$ cat src/hdl/plom_pkg.sv
// Shared types and constants for the price level order matcher.
package plom_pkg;

    localparam int PRICE_W = 24;
    localparam int LQTY_W  = 24;
    localparam int QTY_W   = 16;
    localparam int RATE_W  = 20;
    localparam int COST_W  = 36;
    localparam int SLIP_W  = 25;
    localparam logic [LQTY_W-1:0] LQTY_MAX = {LQTY_W{1'b1}};

    // One price level as held in a cell
    typedef struct packed {
        logic              used;
        logic [PRICE_W-1:0] price;
        logic [LQTY_W-1:0]  qty;
    } level_t;

    typedef enum logic [1:0] {
        CMD_NONE,
        CMD_INSERT,
        CMD_DEC,
        CMD_POP
    } cmd_op_t;

    // Command broadcast along a chain
    typedef struct packed {
        cmd_op_t            op;
        logic               merge;
        logic [PRICE_W-1:0] price;
        logic [LQTY_W-1:0]  qty;
    } cmd_t;

    // Summary a chain reports to the sequencer
    typedef struct packed {
        level_t front;
        logic   hit;
        logic   full;
    } chain_stat_t;

endpackage

$ cat src/hdl/plom_cell.sv
// One price level cell of a sorted book side.
module plom_cell #(
    parameter bit IS_BID = 1'b1,
    parameter bit HEAD   = 1'b0
) (
    input  logic              clk,
    input  logic              rst_n,
    input  plom_pkg::cmd_t    cmd,
    input  plom_pkg::level_t  left_lvl,
    input  plom_pkg::level_t  right_lvl,
    input  logic              left_keep,
    output plom_pkg::level_t  lvl,
    output logic              keep,
    output logic              hit
);
    import plom_pkg::*;

    logic              used_reg, used_next;
    logic [PRICE_W-1:0] price_reg, price_next;
    logic [LQTY_W-1:0]  qty_reg, qty_next;
    logic [LQTY_W:0]    sum;

    // Level keeps its place when it ranks ahead of the incoming price
    always_comb
    begin
        if (IS_BID)
            keep = used_reg && (price_reg > cmd.price);
        else
            keep = used_reg && (price_reg < cmd.price);
    end

    assign hit = used_reg && (price_reg == cmd.price);
    assign sum = {1'b0, qty_reg} + {1'b0, cmd.qty};
    assign lvl = '{used: used_reg, price: price_reg, qty: qty_reg};

    // Next level contents
    always_comb
    begin
        used_next  = used_reg;
        price_next = price_reg;
        qty_next   = qty_reg;
        case (cmd.op)
            CMD_INSERT:
            begin
                if (cmd.merge)
                begin
                    if (hit)
                        qty_next = sum[LQTY_W] ? LQTY_MAX : sum[LQTY_W-1:0];
                end
                else if (!keep)
                begin
                    if (left_keep)
                    begin
                        used_next  = 1'b1;
                        price_next = cmd.price;
                        qty_next   = cmd.qty;
                    end
                    else
                    begin
                        used_next  = left_lvl.used;
                        price_next = left_lvl.price;
                        qty_next   = left_lvl.qty;
                    end
                end
            end
            CMD_DEC:
            begin
                if (HEAD)
                    qty_next = qty_reg - cmd.qty;
            end
            CMD_POP:
            begin
                used_next  = right_lvl.used;
                price_next = right_lvl.price;
                qty_next   = right_lvl.qty;
            end
            default:
            begin
            end
        endcase
    end

    always_ff @(posedge clk or negedge rst_n)
    begin
        if (!rst_n)
            used_reg <= 1'b0;
        else
            used_reg <= used_next;
    end

    always_ff @(posedge clk)
    begin
        price_reg <= price_next;
        qty_reg   <= qty_next;
    end

endmodule

$ cat src/hdl/plom_chain.sv
// Row of level cells forming one sorted side of the book.
module plom_chain #(
    parameter int LEVELS = 16,
    parameter bit IS_BID = 1'b1
) (
    input  logic                  clk,
    input  logic                  rst_n,
    input  plom_pkg::cmd_t        cmd,
    output plom_pkg::chain_stat_t stat
);
    import plom_pkg::*;

    level_t            lvl [LEVELS];
    logic [LEVELS-1:0] keep;
    logic [LEVELS-1:0] hit;

    for (genvar i = 0; i < LEVELS; i++)
    begin : g_cell
        level_t left_lvl;
        level_t right_lvl;
        logic   left_keep;
        if (i == 0)
        begin : g_head
            assign left_lvl  = '0;
            assign left_keep = 1'b1;
        end
        else
        begin : g_body
            assign left_lvl  = lvl[i-1];
            assign left_keep = keep[i-1];
        end
        if (i == LEVELS - 1)
        begin : g_tail
            assign right_lvl = '0;
        end
        else
        begin : g_mid
            assign right_lvl = lvl[i+1];
        end
        plom_cell #(.IS_BID(IS_BID), .HEAD(i == 0)) u_cell (
            .clk       (clk),
            .rst_n     (rst_n),
            .cmd       (cmd),
            .left_lvl  (left_lvl),
            .right_lvl (right_lvl),
            .left_keep (left_keep),
            .lvl       (lvl[i]),
            .keep      (keep[i]),
            .hit       (hit[i])
        );
    end

    assign stat.front = lvl[0];
    assign stat.hit   = |hit;
    assign stat.full  = lvl[LEVELS-1].used;

endmodule
$ cat config.mk
export PLATFORM = sky130hd
export DESIGN_NAME = plom_chain
export DESIGN_NICKNAME = d
export VERILOG_FILES = /design/src/hdl/plom_pkg.sv /design/src/hdl/plom_cell.sv /design/src/hdl/plom_chain.sv
export SDC_FILE = /design/constraint.sdc
export NUM_CORES = 2
export LEC_CHECK = 0
export ABC_AREA = 1
export BUFFER_PORTS_ARGS = -buffer_cell sky130_fd_sc_hd__buf_2
export CORE_MARGIN = 4
export CORE_UTILIZATION = 35
export CTS_BUF_LIST = sky130_fd_sc_hd__clkbuf_16
export DETAILED_ROUTE_END_ITERATION = 12
export GPL_TIMING_DRIVEN = 1
export SLEW_MARGIN = 20
export SYNTH_ARGS = -nofsm -noshare
export SYNTH_HDL_FRONTEND = slang
export SYNTH_HIERARCHICAL = 1
export SYNTH_SLANG_ARGS = --single-unit
$ cat constraint.sdc
create_clock -name clk -period 3.1 [get_ports clk]
set_input_delay 0.155 -clock clk [delete_from_list [all_inputs] [get_ports clk]]
set_output_delay 0.155 -clock clk [all_outputs]
set_load 0.02 [all_outputs]
Yosys cells after proc, flatten, opt, wreduce, memory -nomap -nowiden
Index checks and enable logic that the tools add are counted.
{ "word_totals": {"register_bits": 784, "word_cells": 437} }
{ "classes": {"n_addsub": 17, "magnitude_cmp": 16, "n_eq_ne": 68, "mux": 221, "reduce_logical": 67} }
{ "ops": {"columns": ["operator", "count"], "rows": [
  ["24-bit 2-to-1 mux", 126],
  ["24-bit one-hot mux with 2 select lines", 31],
  ["24-bit by 24-bit adder with 25-bit output", 16],
  ["24-bit equality test", 16],
  ["24-bit > comparator", 16],
  ["3-bit AND reduction", 32],
  ["24-bit one-hot mux with 3 select lines", 1],
  ["3-bit by 2-bit != test with 1-bit output, second input constant", 16],
  ["3-bit != test, second input constant", 16],
  ["1-bit 2-to-1 mux", 47],
  ["2-bit != test, second input constant", 17],
  ["1-bit logical AND", 32],
  ["1-bit one-hot mux with 2 select lines", 16],
  ["24-bit subtractor", 1],
  ["16-bit OR reduction", 1],
  ["2-bit equality test, second input constant", 2],
  ["3-bit nonzero test", 1],
  ["2-bit by 1-bit equality test with 1-bit output, second input constant", 1],
  ["2-bit nonzero test", 1]
]} }

Logic depth before layout (Yosys ltp)
{ "depth": {"depth_word": 6, "mapped_depth": 21, "depth_no_buf": 20} }

Cells and area by module
The synthesis kept the hierarchy.
{ "by_module_without_submodules": {"columns": ["mod", "instances", "cells_per_inst", "area_each_um2"], "rows": [
  ["plom_cell at g_cell[11].u_cell ...", 7, 852, 5395.2],
  ["plom_cell at g_cell[3].u_cell ...", 4, 852, 5366.4],
  ["plom_cell at g_cell[7].u_cell ...", 3, 848, 5358.9],
  ["plom_cell at g_cell[0].u_cell", 1, 1236, 7179.4],
  ["plom_cell at g_cell[10].u_cell", 1, 852, 5357.6],
  ["plom_chain", 1, 17, 63.8]
]} }

Least setup slack after synthesis
OpenSTA, ideal clock, no wires.
{ "synth_timing": {"kind": "reg-to-reg", "from": "register g_cell[0].u_cell.price_reg[15]", "to": "register g_cell[0].u_cell.qty_reg[0], enable pin", "t_arrival_ns": 2.090, "required_time_ns": 2.611, "path_slack_ns": 0.521, "stages_incl_launch_ff": 11, "period_less_slack_ns": 2.579, "cell_sequence": "edfxtp_1 ha_1 nand2_1 nor2_1 nand4_1 nor2_1 nand2_1 nand3_1 nand2_1 nand2_1 nand3_1"} }
{ "synth_via": {"elab_chain_cells": 4, "elab_cells_between_ends": 7, "classes_between": "order compare: 1; eq/ne: 3; reduce/logical: 3"} }
{ "synth_rtl": {"columns": ["element", "line_no", "text"], "rows": [
  ["start: declaration", "plom_cell.sv:19", "logic [PRICE_W-1:0] price_reg, price_next;"],
  ["start signal: assignment", "plom_cell.sv:93", "price_reg <= price_next;"],
  ["24-bit > comparator or 24-bit equality test (tied branches)", "plom_cell.sv:27, plom_cell.sv:32", null],
  ["1-bit logical AND, on equally long branches", "plom_cell.sv:27, plom_cell.sv:32", null],
  ["3-bit != test (no line) or 3-bit by 2-bit != test with 1-bit output (tied branches)", null, null],
  ["3-bit AND reduction (no line) *", null, null],
  ["end signal: assignment", "plom_cell.sv:94", "qty_reg <= qty_next;"],
  ["end: declaration", "plom_cell.sv:20", "logic [LQTY_W-1:0] qty_reg, qty_next;"]
]} }
Mark *: on every way between the ends. The rest lies on a longest branch, timed or not.
A chain may end at the register's enable or synchronous reset.

==> impl_results.md <==
- Status: finished clean
- Hold crit path type: input port to flop
- CTS sink count: a little under 800
- EDFF count, synth: ~770
- R2R Setup Slk: around 0.17 ns
- Via Count: approximately 90,000
- Async SR Flop Fraction: 0.0204
- Crit-path cells: ha_1, nand2_1, nor2_2, nand4_1, nor2_2, buf_6, nand2_4, nor2_4, nor2_4, nand2_2, nor2_4, nand2_8, buf_6
- Critical Path Most Common Cell: nor2_4
- DRT Pass-1 Iters: 6
- Post-Route Utilization: 0.402
- Hold path depth: 4
- Rel. slew slack: 0.277
- Final nets: about 15,000
- DR WL/cell: approximately 19 um
- Hold Vio Cnt, Final: 0
- Max FO, Critical Path: 2
- Mapped Cells: ~14,000
- CTS root buffer: clkbuf_16
- Synth Register Bits: between 700 and 800
- Bufs and invs on worst path: 2
- WS Path Type: flop to output port
- RSZ-0062 raised after global routing: yes
- Power density cells: approximately 530 mW/mm^2
- Setup violators final: 0
- Beginning of the worst hold path: cmd[30]
- CP top delay family: simple AND/OR/NAND/NOR gates
- Synth area leader: edfxtp_1
- Synthesized area: slightly below 0.09 sq mm
- MaxCap Viol Count: 0
- Crit share post-route: 0.993
- Largest net degree at the start of global routing: ~70
- Insertion delay to the later sink of the worst-skew pair: 0.78 ns
- Top post-synthesis cells by area: edfxtp_1 26%, nand2_1 25%, ha_1 11%, inv_1 8.8%, nor2_1 5.0%
- Critical Path RT: slightly below 3 ns
- Count leader, synth: nand2_1
- First-pass GRT wire length: 501 mm
- Worst R2R End: g_cell[12].u_cell/qty_reg[13]$_DFFE_PP_
- Synth top area share: 0.262
- IR drop worst, VDD: slightly above 0.5 mV
- Critical path endpoint category: output port
- Critical path's slowest cell: edfxtp_1
- Post-DP HPWL: around 260 mm
- Area growth, synth to finish: 14.0%
- CP startpoint kind: flop
- Die H: about 510 um
- Gr usage total: 0.247
- Post-route DRC: 0
- Post-route ant nets: 0
- Ys flop type: edfxtp_1
- Max clock buf depth: 3
- Hold WS: slightly below 0.09 ns
- Worst R2R Path Depth: 18
- Minimum clock period: a little over 3 ns
- IO buf count: around 100
- H-tree Lvls: 3
- Row count: about 180
- Clock slew at reported path FFs: approximately 0.06 ns
- Mean Syn Cell Area: 6.27 sq um
- Worst-Margin Slew: between 1 and 1.5 ns
- Data arrival, critical path: 2.92 ns
- Reg2Reg Launch Point: g_cell[11].u_cell/price_reg[15]$_DFFE_PP_
- Drt via density: approximately 5.0
- Sequential area share after synthesis: 0.267
- YS warnings: 6
- Commonest cells in the netlist: 5,792 x nand2_1, 2,056 x inv_1, 1,170 x nor2_1
- F_max: around 320 MHz
- Vias in the first global route: just over 80,000
- Ports: between 100 and 150
- Final Max Slew Viols: 0
- Share of cells above drive strength 1: 0.106
- CTS tree: done
- Gr ovfl total: 0
- Starting Density: 0.353
- Skew final: slightly below 0.07 ns
- Synth cell types: 42
- Core Area: between 0.2 and 0.25 sq mm
- Leak: 52.4 nW
- DRT Wirelength: 332 mm
- Hold EP: g_cell[9].u_cell/price_reg[6]$_DFFE_PP_
- Iter 0 DRT Violations: between 8,000 and 9,000
- DIE AREA: roughly 0.26 sq mm
- CTS Buf Count: between 100 and 150
- GPL Wtd Cong: 0.965
- Filler cell count: between 20,000 and 30,000
- Crit-path max cell delay: just over 0.4 ns
- Initial antenna violation count: 6
- Chip width: 509 um
-- area by class of cell --
cell class | count | area [sq um] | area share
sequential | 784 | 23500 | 0.234
timing repair buffer | 566 | 5660 | 0.0565
clock inverter | 84 | 816 | 0.00814
multi-input combinational | 10700 | 55300 | 0.552
clock buffer | 103 | 2580 | 0.0257
tap | 3330 | 4170 | 0.0416
antenna | 4 | 10.0 | 0.0000999
inverter | 2192 | 8230 | 0.0821
-- worst register-to-register path: stages (launching register included) --
cell and delay, ns:
edfxtp_1 0.43, ha_4 0.30, nand2_2 0.07, nor2_4 0.19, nand2_4 0.09, nor2_4 0.13
nand3_2 0.12, buf_4 0.16, buf_4 0.12, nand2_1 0.05, inv_1 0.04, and2_2 0.22
inv_1 0.14, buf_12 0.21, nand2_1 0.11, nand3_1 0.11, nand2_1 0.08, o21bai_1 0.17
nand2_1 0.06
-- power by group --
| group | internal [W] | total, W | switching, W |
|---|---|---|---|
| logic | 0.00851 | 0.0245 | 0.0160 |
| clock network | 0.00712 | 0.0125 | 0.00534 |
| registers | 0.0140 | 0.0161 | 0.00207 |
| total | 0.0297 | 0.0530 | 0.0234 |
-- cell families (layout without fill, tap and decap cells) --
logic type,Yosys count,count (layout),synth area share
simple gates,8594,8594,0.410
buf+inv,2608,2945,0.116
compound gates,1045,1045,0.0725
fa+ha+maj,808,808,0.116
flops,784,784,0.267
xor+xnor,180,180,0.0179
other cells,2,105,0.0000854
-- per-stage QoR --
stage                     worst slack, ns  setup TNS (ns)  cells  instance area [sq um]  power (W)
after floorplan                     0.521               0  14100                  88300     0.0323
after global placement             -0.189          -0.189  17500                  95200     0.0397
after detailed placement           -0.188          -0.188  17500                  95200     0.0399
after CTS                          -0.185          -0.185  17800                  99600     0.0528
after global routing              -0.0841         -0.0841  17800                 100000     0.0567
final                              0.0218               0  17800                 100000     0.0530
-- placed cells by master, fill, tap and decap left out, types with 43 or more instances in the layout --
cell,instances
inv_1,2070
nor3_1,65
nor2_2,55
xor2_1,43
nand3b_1,47
clkbuf_16,103
a31oi_1,387
buf_2,100
o21ai_0,129
inv_2,138
nor2_1,1113
nand2_1,5757
xnor2_1,137
a21oi_1,346
nand4_1,125
nand3_2,175
o21ai_1,47
ha_1,773
buf_12,126
nand2_2,311
conb_1,101
nand3_1,863
buf_4,308
edfxtp_1,768
-- routing by layer --
metal,routed length [um],vias to the layer above,GRT usage
li1,-,44900,-
met1,148000,41000,0.343
met2,147000,3162,0.399
met3,24800,549,0.0322
met4,11100,2,0.0723
met5,13,-,0
-- how the worst max path moves through the flow --
stage / start / end / slack, ns / cells past startpoint
floorplan: g_cell[0].u_cell/price_reg[15]$_DFFE_PP_ / g_cell[0].u_cell/qty_reg[0]$_DFFE_PP_ / 0.52 / 10
global placement: cmd[37] / stat[1] / -0.19 / 18
detailed placement: cmd[39] / stat[1] / -0.19 / 18
CTS: g_cell[0].u_cell/price_reg[13]$_DFFE_PP_ / stat[1] / -0.19 / 14
global route: g_cell[6].u_cell/price_reg[14]$_DFFE_PP_ / stat[1] / -0.08 / 12
finish: g_cell[0].u_cell/price_reg[13]$_DFFE_PP_ / stat[1] / 0.02 / 13
-- repair_timing --
| action | in CTS | in global routing |
|---|---|---|
| hold endpoints to repair | 258 | 0 |
| hold buffers | 29 | 0 |
| buffers inserted | 55 | 40 |
| pin swaps | 41 | 42 |
| setup endpoints to repair | 1 | 26 |
| resized for setup | 87 | 57 |
Note: power is estimated with default switching activity, not from simulation.
